--- src/sv/ilpt_pkg.sv ---
package ilpt_pkg;

	// Input and result words
	typedef struct packed {
		logic [7:0] character;
		logic       last_char;
	} ilpt_in_t;

	typedef struct packed {
		logic        is_valid;
		logic [2:0]  literal_type;
		logic [63:0] literal_value;
		logic [3:0]  byte_width;
	} ilpt_out_t;

	// Classified character, front to back
	typedef struct packed {
		logic       last;
		logic [3:0] dig_val;
		logic       is_dec;
		logic       is_oct;
		logic       is_hex;
		logic       is_x;
		logic       is_u;
		logic       is_l;
		logic       is_upper_l;
	} ilpt_cls_t;

	typedef enum logic [2:0] {
		PH_START,
		PH_ZERO,
		PH_HEXPFX,
		PH_DIGITS,
		PH_AFTERU,
		PH_L1,
		PH_L2,
		PH_END
	} ilpt_phase_t;

	typedef enum logic [1:0] {
		BASE_DEC,
		BASE_OCT,
		BASE_HEX
	} ilpt_base_t;

	// Type codes
	localparam logic [2:0] TYPE_INT    = 3'd0;
	localparam logic [2:0] TYPE_UINT   = 3'd1;
	localparam logic [2:0] TYPE_LONG   = 3'd2;
	localparam logic [2:0] TYPE_ULONG  = 3'd3;
	localparam logic [2:0] TYPE_LLONG  = 3'd4;
	localparam logic [2:0] TYPE_ULLONG = 3'd5;

	localparam logic [63:0] MAX_S32 = 64'h0000_0000_7fff_ffff;
	localparam logic [63:0] MAX_U32 = 64'h0000_0000_ffff_ffff;
	localparam logic [63:0] MAX_S64 = 64'h7fff_ffff_ffff_ffff;

	localparam int QUEUE_DEPTH = 2;

endpackage

--- src/sv/ilpt_front.sv ---
module ilpt_front (
	input  ilpt_pkg::ilpt_in_t  char_word,
	input  logic                queue_full,
	output logic                front_ready,
	output ilpt_pkg::ilpt_cls_t cls
);
	import ilpt_pkg::*;

	logic [7:0] c;

	assign c = char_word.character;
	assign front_ready = !queue_full;

	// Character classes and digit value
	always_comb begin
		cls = '0;
		cls.last       = char_word.last_char;
		cls.is_dec     = (c inside {[8'h30:8'h39]});
		cls.is_oct     = (c inside {[8'h30:8'h37]});
		cls.is_hex     = (c inside {[8'h30:8'h39], [8'h61:8'h66], [8'h41:8'h46]});
		cls.is_x       = (c == 8'h78) || (c == 8'h58);
		cls.is_u       = (c == 8'h75) || (c == 8'h55);
		cls.is_l       = (c == 8'h6c) || (c == 8'h4c);
		cls.is_upper_l = (c == 8'h4c);
		if (c inside {[8'h61:8'h66]}) begin
			cls.dig_val = 4'(c - 8'h57);
		end else if (c inside {[8'h41:8'h46]}) begin
			cls.dig_val = 4'(c - 8'h37);
		end else begin
			cls.dig_val = c[3:0];
		end
	end

endmodule

--- src/sv/ilpt_queue.sv ---
module ilpt_queue #(
	parameter int DEPTH = ilpt_pkg::QUEUE_DEPTH
) (
	input  logic                clk,
	input  logic                arst_n,
	input  logic                push,
	input  ilpt_pkg::ilpt_cls_t push_word,
	output logic                full,
	input  logic                pop,
	output logic                head_valid,
	output ilpt_pkg::ilpt_cls_t head_word
);
	import ilpt_pkg::*;

	localparam int PW = (DEPTH > 1) ? $clog2(DEPTH) : 1;
	localparam int CW = $clog2(DEPTH + 1);

	ilpt_cls_t         mem_q [DEPTH];
	logic [PW-1:0]     wr_ptr_q;
	logic [PW-1:0]     rd_ptr_q;
	logic [CW-1:0]     count_q;
	logic              do_push;
	logic              do_pop;

	assign full       = (count_q == CW'(DEPTH));
	assign head_valid = (count_q != '0);
	assign head_word  = mem_q[rd_ptr_q];
	assign do_push    = push && !full;
	assign do_pop     = pop && head_valid;

	// Storage
	always_ff @(posedge clk) begin
		if (do_push) begin
			mem_q[wr_ptr_q] <= push_word;
		end
	end

	// Pointers and fill count
	always_ff @(posedge clk or negedge arst_n) begin
		if (!arst_n) begin
			wr_ptr_q <= '0;
			rd_ptr_q <= '0;
			count_q  <= '0;
		end else begin
			if (do_push) begin
				wr_ptr_q <= (wr_ptr_q == PW'(DEPTH - 1)) ? '0 : wr_ptr_q + 1'b1;
			end
			if (do_pop) begin
				rd_ptr_q <= (rd_ptr_q == PW'(DEPTH - 1)) ? '0 : rd_ptr_q + 1'b1;
			end
			if (do_push && !do_pop) begin
				count_q <= count_q + 1'b1;
			end else if (do_pop && !do_push) begin
				count_q <= count_q - 1'b1;
			end
		end
	end

endmodule

--- src/sv/ilpt_back.sv ---
module ilpt_back (
	input  logic                clk,
	input  logic                arst_n,
	input  logic                head_valid,
	input  ilpt_pkg::ilpt_cls_t head_word,
	output logic                pop,
	output logic                res_valid,
	input  logic                res_ready,
	output ilpt_pkg::ilpt_out_t res_word
);
	import ilpt_pkg::*;

	ilpt_phase_t phase_q, phase_d;
	ilpt_base_t  base_q, base_d, add_base;
	logic [63:0] acc_q, acc_d;
	logic        dseen_q, dseen_d;
	logic        err_q, err_d;
	logic        uns_q, uns_d;
	logic [1:0]  lcnt_q, lcnt_d;
	logic        lup_q, lup_d;
	logic        add_en;
	logic        sfx;
	logic        in_base;
	logic [68:0] wide;
	logic [68:0] scaled;
	logic [68:0] sum;
	logic        ovf;
	logic        fits;
	logic [2:0]  ltype;
	logic        dec;
	logic        out_valid_q;
	ilpt_out_t   out_word_q;
	ilpt_out_t   result;
	ilpt_cls_t   c;

	assign c = head_word;

	// Take a word unless it closes a token and the result slot is still full
	assign pop = head_valid && (!c.last || !out_valid_q || res_ready);

	assign in_base = (base_q == BASE_HEX) ? c.is_hex :
	                 (base_q == BASE_OCT) ? c.is_oct : c.is_dec;

	// Multiply by base and add digit, with carry-out for overflow
	always_comb begin
		wide = {5'b0, acc_q};
		case (add_base)
			BASE_HEX: scaled = wide << 4;
			BASE_OCT: scaled = wide << 3;
			default:  scaled = (wide << 3) + (wide << 1);
		endcase
		sum = scaled + {65'b0, c.dig_val};
		ovf = (sum[68:64] != '0);
	end

	// Parser next state
	always_comb begin
		phase_d  = phase_q;
		base_d   = base_q;
		acc_d    = acc_q;
		dseen_d  = dseen_q;
		err_d    = err_q;
		uns_d    = uns_q;
		lcnt_d   = lcnt_q;
		lup_d    = lup_q;
		add_en   = 1'b0;
		add_base = base_q;
		sfx      = 1'b0;
		if (!err_q) begin
			case (phase_q)
				PH_START: begin
					if (c.is_dec && c.dig_val == 4'd0) begin
						base_d  = BASE_OCT;
						dseen_d = 1'b1;
						phase_d = PH_ZERO;
					end else if (c.is_dec) begin
						base_d   = BASE_DEC;
						add_base = BASE_DEC;
						add_en   = 1'b1;
						phase_d  = PH_DIGITS;
					end else begin
						err_d = 1'b1;
					end
				end
				PH_ZERO: begin
					if (c.is_x) begin
						base_d  = BASE_HEX;
						dseen_d = 1'b0;
						phase_d = PH_HEXPFX;
					end else if (c.is_dec && !c.is_oct) begin
						err_d = 1'b1;
					end else if (c.is_oct) begin
						add_en  = 1'b1;
						phase_d = PH_DIGITS;
					end else begin
						sfx = 1'b1;
					end
				end
				PH_HEXPFX: begin
					if (c.is_hex) begin
						add_en  = 1'b1;
						phase_d = PH_DIGITS;
					end else begin
						err_d = 1'b1;
					end
				end
				PH_DIGITS: begin
					if (base_q == BASE_OCT && c.is_dec && !c.is_oct) begin
						err_d = 1'b1;
					end else if (in_base) begin
						add_en = 1'b1;
					end else begin
						sfx = 1'b1;
					end
				end
				default: sfx = 1'b1;
			endcase
		end

		if (add_en) begin
			if (ovf) begin
				err_d = 1'b1;
			end else begin
				acc_d   = sum[63:0];
				dseen_d = 1'b1;
			end
		end

		// Suffix letters
		if (sfx) begin
			case (phase_q)
				PH_ZERO, PH_DIGITS: begin
					if (c.is_u) begin
						uns_d   = 1'b1;
						phase_d = PH_AFTERU;
					end else if (c.is_l) begin
						lcnt_d  = 2'd1;
						lup_d   = c.is_upper_l;
						phase_d = PH_L1;
					end else begin
						err_d = 1'b1;
					end
				end
				PH_AFTERU: begin
					if (c.is_l) begin
						lcnt_d  = 2'd1;
						lup_d   = c.is_upper_l;
						phase_d = PH_L1;
					end else begin
						err_d = 1'b1;
					end
				end
				PH_L1: begin
					if (c.is_l && c.is_upper_l == lup_q) begin
						lcnt_d  = 2'd2;
						phase_d = PH_L2;
					end else if (c.is_u && !uns_q) begin
						uns_d   = 1'b1;
						phase_d = PH_END;
					end else begin
						err_d = 1'b1;
					end
				end
				PH_L2: begin
					if (c.is_u && !uns_q) begin
						uns_d   = 1'b1;
						phase_d = PH_END;
					end else begin
						err_d = 1'b1;
					end
				end
				default: err_d = 1'b1;
			endcase
		end
	end

	// Type choice in the standard candidate order
	always_comb begin
		dec   = (base_d == BASE_DEC);
		fits  = 1'b1;
		ltype = TYPE_INT;
		if (uns_d) begin
			if (lcnt_d == 2'd0 && acc_d <= MAX_U32) begin
				ltype = TYPE_UINT;
			end else if (lcnt_d <= 2'd1) begin
				ltype = TYPE_ULONG;
			end else begin
				ltype = TYPE_ULLONG;
			end
		end else if (lcnt_d == 2'd0 && acc_d <= MAX_S32) begin
			ltype = TYPE_INT;
		end else if (lcnt_d == 2'd0 && !dec && acc_d <= MAX_U32) begin
			ltype = TYPE_UINT;
		end else if (lcnt_d <= 2'd1) begin
			if (acc_d <= MAX_S64) begin
				ltype = TYPE_LONG;
			end else if (!dec) begin
				ltype = TYPE_ULONG;
			end else begin
				fits = 1'b0;
			end
		end else begin
			if (acc_d <= MAX_S64) begin
				ltype = TYPE_LLONG;
			end else if (!dec) begin
				ltype = TYPE_ULLONG;
			end else begin
				fits = 1'b0;
			end
		end

		result = '0;
		if (!err_d && dseen_d && phase_d != PH_START && phase_d != PH_HEXPFX && fits) begin
			result.is_valid      = 1'b1;
			result.literal_type  = ltype;
			result.literal_value = acc_d;
			result.byte_width    = (ltype <= TYPE_UINT) ? 4'd4 : 4'd8;
		end
	end

	// Parser state; back to start after each closing character
	always_ff @(posedge clk or negedge arst_n) begin
		if (!arst_n) begin
			phase_q <= PH_START;
			base_q  <= BASE_DEC;
			acc_q   <= '0;
			dseen_q <= 1'b0;
			err_q   <= 1'b0;
			uns_q   <= 1'b0;
			lcnt_q  <= '0;
			lup_q   <= 1'b0;
		end else if (pop) begin
			if (c.last) begin
				phase_q <= PH_START;
				base_q  <= BASE_DEC;
				acc_q   <= '0;
				dseen_q <= 1'b0;
				err_q   <= 1'b0;
				uns_q   <= 1'b0;
				lcnt_q  <= '0;
				lup_q   <= 1'b0;
			end else begin
				phase_q <= phase_d;
				base_q  <= base_d;
				acc_q   <= acc_d;
				dseen_q <= dseen_d;
				err_q   <= err_d;
				uns_q   <= uns_d;
				lcnt_q  <= lcnt_d;
				lup_q   <= lup_d;
			end
		end
	end

	// Result register
	always_ff @(posedge clk or negedge arst_n) begin
		if (!arst_n) begin
			out_valid_q <= 1'b0;
		end else if (pop && c.last) begin
			out_valid_q <= 1'b1;
		end else if (res_ready) begin
			out_valid_q <= 1'b0;
		end
	end

	always_ff @(posedge clk) begin
		if (pop && c.last) begin
			out_word_q <= result;
		end
	end

	assign res_valid = out_valid_q;
	assign res_word  = out_word_q;

endmodule

--- src/sv/integer_literal_parse_and_type_unit.sv ---
// A result word is valid in the cycle after its closing character is taken from
//   the front-to-back queue.
// Throughput: one character word per cycle while the queue is not full; the parser
//   step (multiply by base, add, carry-out check) is combinational.
// Reset: arst_n clears the queue, the parser state and the result valid flag.
module integer_literal_parse_and_type_unit #(
	parameter int QUEUE_DEPTH = ilpt_pkg::QUEUE_DEPTH
) (
	input  logic                clk,
	input  logic                arst_n,
	input  logic                char_valid,
	output logic                char_ready,
	input  ilpt_pkg::ilpt_in_t  char_word,
	output logic                res_valid,
	input  logic                res_ready,
	output ilpt_pkg::ilpt_out_t res_word
);
	import ilpt_pkg::*;

	ilpt_cls_t cls;
	ilpt_cls_t head_word;
	logic      queue_full;
	logic      head_valid;
	logic      pop;

	// Classifier
	ilpt_front u_front (
		.char_word   (char_word),
		.queue_full  (queue_full),
		.front_ready (char_ready),
		.cls         (cls)
	);

	// Queue between the two parts
	ilpt_queue #(
		.DEPTH (QUEUE_DEPTH)
	) u_queue (
		.clk        (clk),
		.arst_n     (arst_n),
		.push       (char_valid),
		.push_word  (cls),
		.full       (queue_full),
		.pop        (pop),
		.head_valid (head_valid),
		.head_word  (head_word)
	);

	// Parser and result register
	ilpt_back u_back (
		.clk        (clk),
		.arst_n     (arst_n),
		.head_valid (head_valid),
		.head_word  (head_word),
		.pop        (pop),
		.res_valid  (res_valid),
		.res_ready  (res_ready),
		.res_word   (res_word)
	);

endmodule
--- config.mk ---
export PLATFORM = sky130hd
export DESIGN_NAME = integer_literal_parse_and_type_unit
export DESIGN_NICKNAME = d
export VERILOG_FILES = /design/src/sv/ilpt_pkg.sv /design/src/sv/ilpt_front.sv /design/src/sv/ilpt_queue.sv /design/src/sv/ilpt_back.sv /design/src/sv/integer_literal_parse_and_type_unit.sv
export SDC_FILE = /design/constraint.sdc
export NUM_CORES = 1
export LEC_CHECK = 0
export BUFFER_PORTS_ARGS = -buffer_cell sky130_fd_sc_hd__buf_2
export CORE_ASPECT_RATIO = 1.4
export CORE_MARGIN = 5
export CORE_UTILIZATION = 50
export CTS_BUF_LIST = sky130_fd_sc_hd__clkbuf_8
export DETAILED_ROUTE_END_ITERATION = 8
export PLACE_DENSITY_LB_ADDON = 0.12
export SYNTH_ARGS = -nofsm -noshare
export SYNTH_HDL_FRONTEND = slang
export SYNTH_HIERARCHICAL = 1
export SYNTH_SLANG_ARGS = --single-unit
--- constraint.sdc ---
create_clock -name clk -period 9.8 [get_ports clk]
set_input_delay 1.96 -clock clk [delete_from_list [all_inputs] [get_ports clk]]
set_output_delay 1.96 -clock clk [all_outputs]
set_load 0.01 [all_outputs]
# == Yosys cells after proc, flatten, opt, wreduce, memory -nomap -nowiden ==
# Memories as Yosys holds them, arrays and structs flattened.
# Cells that the tools add are included.
# W data, S select, Z words.
# totals
elab_cells,225
out_inout_bits,74
mem_bits_ro,0
input_bits,13
n_memories,1
register_bits,152
ram_bits,24
latch_bits,0
# classes
div_mod_pow,0
n_eq_ne,20
n_addsub,8
reduce_logical,53
muxes,115
multipliers,0
n_bitwise,0
order_cmp,12
shift,0
# mem_list
memory,depth,word_bits,rd,rd_clocked_by_memory_dff,write_ports,line_no,source
u_queue.mem_q,2,12,1,0,1,ilpt_queue.sv:18,ilpt_cls_t mem_q [DEPTH];
# ops
cell,count
$mux W64,3
$pmux W68 S2,1
$mux W72,1
$add A69 B4 Y69,1
$add A67 B65 Y68,1
$mux W3,22
$le A64 B31 Y1 const B,1
$le A64 B32 Y1 const B,1
$le A64 B63 Y1 const B,1
$mux W1,58
$eq A8 B7 Y1 const B,6
$mux W2,16
$logic_and A1 B1 Y1,24
$ge A8 B7 Y1 const B,2
$le A8 B6 Y1 const B,2
$le A8 B7 Y1 const B,2
$mux W4,3
$pmux W1 S4,3
$pmux W3 S4,1
$eq A3 B3 Y1 const B,3
$logic_not A1 Y1,9
$pmux W3 S3,1
$reduce_bool A3 Y1,3
$ge A8 B6 Y1 const B,1
other kinds (24),42

# == Logic depth before layout (Yosys ltp) ==
# Gate-level depths: netlist (run 1).
# An unclocked memory read counts as a cell.
# depth
depth_word,22
ltp_mapped,38
mapped_depth_nobuf,24

# == By module ==
# Netlist (run 1), hierarchy kept.
# modules_own_cells
mod,seq_area_each_um2,area_per_inst_um2,cells_each,instances
ilpt_back,4003.8,14639.0,1870,1
ilpt_queue,820.8,1069.8,56,1
ilpt_front,0.0,340.3,41,1

# == Worst setup path before layout (run 1) ==
# No wires, ideal clock.
# synth_timing
path_type,register to register
from,register u_queue.rd_ptr_q
to,"register u_back.out_word_q (netlist bit u_back/res_word[69]), data pin"
setup_ps,274
t_arrival_ps,8442
slack_ps,1084
synth_period_minus_slack_ps,8716
path_stages_with_launch,36
cell_sequence,dfrtp_1 buf_6 mux2_2 or4_1 nand3_1 o21ai_0 ha_1 buf_2 buf_2 buf_2 buf_2 buf_1 buf_2 clkbuf_1 buf_1 clkbuf_1 buf_1 and2_1 ha_1 inv_1 fa_1 nor2_1 o21ai_0 nand3b_1 nor4b_2 and2_1 clkbuf_1 nand3_1 or3_1 buf_2 xnor2_1 or4_1 or4_1 nor4_2 a31o_2 a211oi_2
# synth_rtl
element,line_no,source
start: declaration,ilpt_queue.sv:20,logic [PW-1:0] rd_ptr_q;
start signal: assignment,ilpt_queue.sv:49,rd_ptr_q <= (rd_ptr_q == PW'(DEPTH - 1)) ? '0 : rd_ptr_q + 1'b1;
end signal: assignment,ilpt_back.sv:268,out_word_q <= result;
end: declaration,ilpt_back.sv:32,ilpt_out_t out_word_q;

==> results.cfg, run 1 <==
[run_status]
status = finished clean

[floorplanning]
dieArea_sq_um = 35830
core_area_sq_um = 31700
io_pins = 87
rows = 77
start_util_pct = 50.63
die_width_um = 161.4
die_h_um = 222.0

[timing]
fin_ws_ns = 1.675
max-slew-margin-rel_pct = 23.42
finalHoldViolCount = 0
min_period_over_period_pct = 82.90
clock_skew_ns = 0.02013
tightest_slew_ns = 1.134
max_freq_ghz = 0.1231
final-max-slew-violation-count = 0
fin_tns_setup_ns = 0
rsz0062_at_grt = no
min_period_ns = 8.125
setup_viol = 0

[finish]
areaGrowthSynthToFinish_pct = 6.019
finalNetCount = 2052
drive_above_1_share_pct = 10.41

[worst_setup_path]
cp_slowest_cell = ha_4
r2r_start = u_queue/rd_ptr_q
start_kind = flop
cp_top_family = simple AND/OR/NAND/NOR gates
critical_path_class = reg -> reg
r2r_cells = 23
r2r_end = u_back/res_word[33]
worstPathMaxFanout = 55
startpoint = u_queue/rd_ptr_q
r2r_slack_ns = 1.68
worstPathArrival_ns = 8.38
slowest_delay_ns = 0.75
path_cells = mux2_2, or4_1, nand3_1, o21ai_0, ha_4, and2_1, ha_1, inv_1, fa_1, nor2_1, o21ai_0, nand3b_1, nor4b_2, and2_1, nand3_1, or3_1, o21bai_1, nor4_2, o21a_4, mux2i_1, o211ai_4, buf_12, nor2_1
cp.required_ns = 10.05
end_kind = flop
critPathBufInv = 2
cp.depth = 23
crit_end = u_back/res_word[33]

[power]
power_density_nw_per_um2 = 284.1
ir_worst_vdd_v = 0.0002664
leakagePower_nw = 6.345

[synthesis]
synth_fa_ha_area_share_pct = 5.863
syn_area_per_cell_sq_um = 8.159
synth_ff_type = edfxtp_1
synthTopCellsByArea = edfxtp_1 18%, dfrtp_1 12%, o21ai_0 6.1%
syn_area_sq_um = 16050
ys_types = 111
ys_ff_latch = 174
synthSimpleGateAreaFrac_pct = 24.49
synth_top_family_by_area = compound AO/OA/AOI/OAI gates
synth.top_cell.area_share_pct = 17.59
yosysTopAreaCell = edfxtp_1
synth_edf_count = 94
synthMuxAreaShare_pct = 3.532
seq_area_frac_synth_pct = 30.06
synthXorXnorAreaFrac_pct = 4.857
async_flop_share_pct = 45.98
synth_compound_area_share_pct = 26.87
ys_warn_count = 6
netlist_instances = 1967

[route]
routed_wl_um = 55910
via_per_inst = 6.778
ant_nets = 0
post_drt_wl_per_cell_um = 23.55
drcViolationCount = 0
drtIter0Drc = 1360
firstDrtPassIters = 5
num_vias = 16090

[grt]
antenna_found_initial = 1
grt_pass1_vias = 15430
grt_overflow = 0
grt_max_degree = 76
grt_first_pass_wirelength_um = 87320
grtUsageTotal_pct = 30.65

[run]
drv.max_cap_violation_count = 0

[clock_network]
cts_hold_buf = 0
path_clk_slew_ns = 0.10
clock_sinks = 174
clock_latency_ns = 0.51
cts_inserted_buffers = 17
cts_tree = done
cts_resized = 0
htree_levels = 4
clock_path_buffers = 2
post_cts_buffers = 0
cts_root_buf = clkbuf_8

[placement]
io_buffer_count = 84
place_congestion = 0.9749
hpwl_um = 42190
preCtsSetupSlack_ns = 1.709

[hold_path]
min_path_type = reg -> reg
[power by group]
group / switching, W / total [W] / internal, W / leakage [nW]
sequential: 0.000295 / 0.00136 / 0.00107 / 2.00
combinational: 0.00191 / 0.00294 / 0.00103 / 4.13
clock: 0.000316 / 0.000538 / 0.000223 / 0.212
total: 0.00252 / 0.00483 / 0.00231 / 6.34
[state kept, by name, summed over array words and instances, names as in the netlist, 2 cells and up]
signal / cells
u_back/lcnt_q: 2
u_queue/mem_q: 24
u_queue/count_q: 2
u_back/acc_q: 64
u_back/phase_q: 3
u_back/res_word: 70
u_back/base_q: 2
[layout by cell type (no fill, tap or decap), types with 20 or more instances in the layout]
cell / count
a21o_1: 26
a21oi_1: 139
a221o_1: 20
a221oi_1: 33
a31oi_1: 26
buf_2: 83
dfrtp_1: 80
edfxtp_1: 94
ha_1: 70
inv_1: 36
mux2i_1: 36
nand2_1: 239
nand2b_1: 21
nand3_1: 29
nand4_1: 48
nor2_1: 190
nor3_1: 49
nor4_1: 23
o21ai_0: 196
or3_1: 35
xnor2_1: 50
xor2_1: 39
[synthesized netlist by cell type (21+ instances only)]
cell and n:
xnor2_1 50, or3_1 35, a31oi_1 26, edfxtp_1 94, nor3_1 49, dfrtp_1 80, nand2b_1 21, o21ai_0 196
a221oi_1 33, clkbuf_1 68, xor2_1 39, a21oi_1 139, nand3_1 29, nand2_1 240, a21o_1 26, inv_1 36
ha_1 72, mux2i_1 36, nand4_1 48, nor2_1 191, buf_2 35, nor4_1 23
[stage by stage]
stage | area (sq um) | total power, W | cells | utilization [%] | hold slack [ns]
2_1_floorplan | 16050 | 0.003405 | 1968 | - | 0.4391
3_5_place_dp | 16590 | 0.004267 | 2341 | 52.34 | 0.4610
4_1_cts | 17010 | 0.004822 | 2373 | 53.67 | 0.4946
3_3_place_gp | 16590 | 0.004232 | 2341 | 52.34 | 0.4565
5_1_grt | 17020 | 0.005190 | 2374 | 53.68 | 0.5225
6_report | 17020 | 0.004834 | 2374 | 53.68 | 0.4904
[layer usage]
layer,up-vias,GRT usage (%),routed length (um)
met2,680,50.67,26820
met1,7803,39.70,22960
met4,0,12.86,2329
met3,128,5.096,3801
met5,-,0,0
li1,7479,-,-
[kinds of logic after synthesis]
| kind of cell | Yosys count |
|---|---|
| compound gates | 643 |
| xor+xnor | 89 |
| fa+ha+maj | 74 |
| buf+inv | 159 |
| flops | 174 |
| mux | 54 |
| other cells | 1 |
| simple gates | 773 |
[tightest hold or removal path, stage by stage, from the launching register on]
cell and delay [ns]:
dfrtp_1 0.36, nand2_1 0.05, nand2_1 0.05
[area by class of cell]
class,count,area [sq um]
antenna,1,2.502
clock buffer,18,247.7
clock inverter,14,173.9
fill,3037,14680
inverter,37,138.9
multi-input combinational,1635,10580
sequential,174,4825
tap,395,494.2
timing repair buffer,100,555.5
[worst min path at each step]
stage | startpoint | endpoint | depth (start not counted) | slack, ns
finish | u_back/dseen_q | u_back/dseen_q | 2 | 0.49
global route | u_back/dseen_q | u_back/dseen_q | 2 | 0.52
CTS | u_back/dseen_q | u_back/dseen_q | 2 | 0.49
detailed placement | u_back/dseen_q | u_back/dseen_q | 2 | 0.46
global placement | u_back/dseen_q | u_back/dseen_q | 2 | 0.46
floorplan | u_back/dseen_q | u_back/dseen_q | 2 | 0.44
No activity file was read; power rests on OpenSTA's default activity.
==> inputs of run 2 (changes only) <==
clock period = 8.5 ns   (was 9.8 ns; I/O delays follow)
==> run 2 against run 1 <==
Net effect: first-iteration DRC count rose by 5.4%; worst hold slack better by 0.0059 ns; worst setup slack got worse by 0.64 ns; register-to-register slack got worse by 0.64 ns; clock power up 20%; wire length is 1.6% higher; via count down 1.1%; non-clock buffer count rose by 4; critical path type unchanged; critical endpoint is now u_back/res_word[2]; largest cell class unchanged.
==> results.cfg, run 2 (same netlist as run 1, synthesis figures left out) <==
[clock_network]
cts_root_buf = clkbuf_8
clock_path_buffers = 2
cts_hold_buf = 0
clock_latency_ns = 0.51
htree_levels = 4
post_cts_buffers = 0
cts_tree = done
cts_inserted_buffers = 17
path_clk_slew_ns = 0.11
cts_resized = 0
clock_sinks = 174

[floorplanning]
rows = 77
dieArea_sq_um = 35830
core_area_sq_um = 31700
die_width_um = 161.4
start_util_pct = 50.63
io_pins = 87
die_h_um = 222.0

[route]
num_vias = 15920
via_per_inst = 6.696
drtIter0Drc = 1434
post_drt_wl_per_cell_um = 23.90
firstDrtPassIters = 5
drcViolationCount = 0
routed_wl_um = 56810
ant_nets = 0

[timing]
min_period_over_period_pct = 87.86
rsz0062_at_grt = no
tightest_slew_ns = 1.129
max-slew-margin-rel_pct = 24.01
max_freq_ghz = 0.1339
finalHoldViolCount = 0
min_period_ns = 7.468
fin_tns_setup_ns = 0
final-max-slew-violation-count = 0
setup_viol = 0
holdWs_ns = 0.4963
clock_skew_ns = 0.03354

[worst_setup_path]
worstPathArrival_ns = 7.84
cp_slowest_cell = ha_4
r2r_cells = 23
slowest_delay_ns = 0.63
critPathBufInv = 2
worstPathMaxFanout = 37
cp_top_family = simple AND/OR/NAND/NOR gates
critical_path_class = reg -> reg
start_kind = flop
cp.depth = 23
crit_top_cell = or4_1
path_cells = buf_4, mux2_2, or4_1, nand3_1, o21ai_0, ha_4, and2_1, ha_1, inv_1, fa_1, nor2_1, o21ai_0, nand3b_1, nor4b_2, and2_1, nand3_1, or3_1, xnor2_1, or4_1, or4_1, nor4_2, a31o_2, and4_1
end_kind = flop
cp.required_ns = 8.87

[power]
ir_worst_vdd_v = 0.0004557
power_density_nw_per_um2 = 330.0
leakagePower_nw = 6.379

[grt]
grtUsageTotal_pct = 30.93
grt_first_pass_wirelength_um = 87990
grt_pass1_vias = 15180
grt_overflow = 0
antenna_found_initial = 0
grt_max_degree = 75

[hold_path]
min_path_type = reg -> reg
hold_depth = 2

[finish]
design_area_sq_um = 17070
largest_reg_flops = 70
finalNetCount = 2056
n_antenna_cell = 0
drive_above_1_share_pct = 10.54
nFillCells = 3045
final_common_cell = nand2_1
most-common-layout-cells = 239 x nand2_1, 196 x o21ai_0, 190 x nor2_1
areaGrowthSynthToFinish_pct = 6.377

[placement]
io_buffer_count = 84
hpwl_um = 43510
place_area_sq_um = 16650
place_congestion = 0.9571

[run]
drv.max_cap_violation_count = 0

[run_status]
status = finished clean
run 2: where the power goes:
part | internal [W] | switching [W] | leakage [nW]
Clock | 0.000277 | 0.000369 | 0.218
Sequential | 0.00123 | 0.000309 | 2.00
Combinational | 0.00119 | 0.00225 | 4.16
Total | 0.00270 | 0.00293 | 6.38
run 2: cell type report:
cell class	instances	area [sq um]	area share, %
clock buffers	17	234.0	1.370
clock inverters	15	192.7	1.129
inverters	37	138.9	0.8135
multi-input cells	1635	10580	61.96
flip-flops and latches	174	4825	28.26
well taps	395	494.2	2.895
repair buffers	104	610.6	3.576
run 2: worst paths after layout:
check                      slack [ns]             start                 end
max                              1.03  u_queue/rd_ptr_q  u_back/res_word[2]
min in group asynchronous        1.20            arst_n    u_queue/wr_ptr_q
min                              0.50    u_back/dseen_q      u_back/dseen_q
max in group asynchronous        6.25            arst_n    u_back/acc_q[43]
min reg2reg                      0.50    u_back/dseen_q      u_back/dseen_q
max reg2reg                      1.03  u_queue/rd_ptr_q  u_back/res_word[2]
run 2: stage by stage:
stage                     std cells  utilization (%)  total power, W  worst slack, ns
after global routing           2377            53.86        0.006030           0.6076
after CTS                      2377            53.86        0.005617            1.050
after global placement         2345            52.52        0.004922            1.252
final                          2377            53.86        0.005633            1.032
after detailed placement       2345            52.52        0.004947            1.097
after floorplan                1968                -        0.003926          0.06670
run 2: worst reg2reg max path: stages (launching register included):
cell	delay (ns)
dfrtp_1	0.34
buf_4	0.21
mux2_2	0.38
or4_1	0.55
nand3_1	0.18
o21ai_0	0.19
ha_4	0.63
and2_1	0.20
ha_1	0.16
inv_1	0.05
fa_1	0.39
nor2_1	0.09
o21ai_0	0.22
nand3b_1	0.28
nor4b_2	0.42
and2_1	0.36
nand3_1	0.23
or3_1	0.58
xnor2_1	0.21
or4_1	0.39
or4_1	0.44
nor4_2	0.39
a31o_2	0.25
and4_1	0.19
run 2: metal layers:
metal  GRT usage [%]  vias up  part of all wire (%)
met2           51.11      648                    48
met3           4.370      133                   6.2
met4           13.19        0                   4.4
met5               0        -                     0
li1                -     7464                     -
met1           40.48     7671                    42
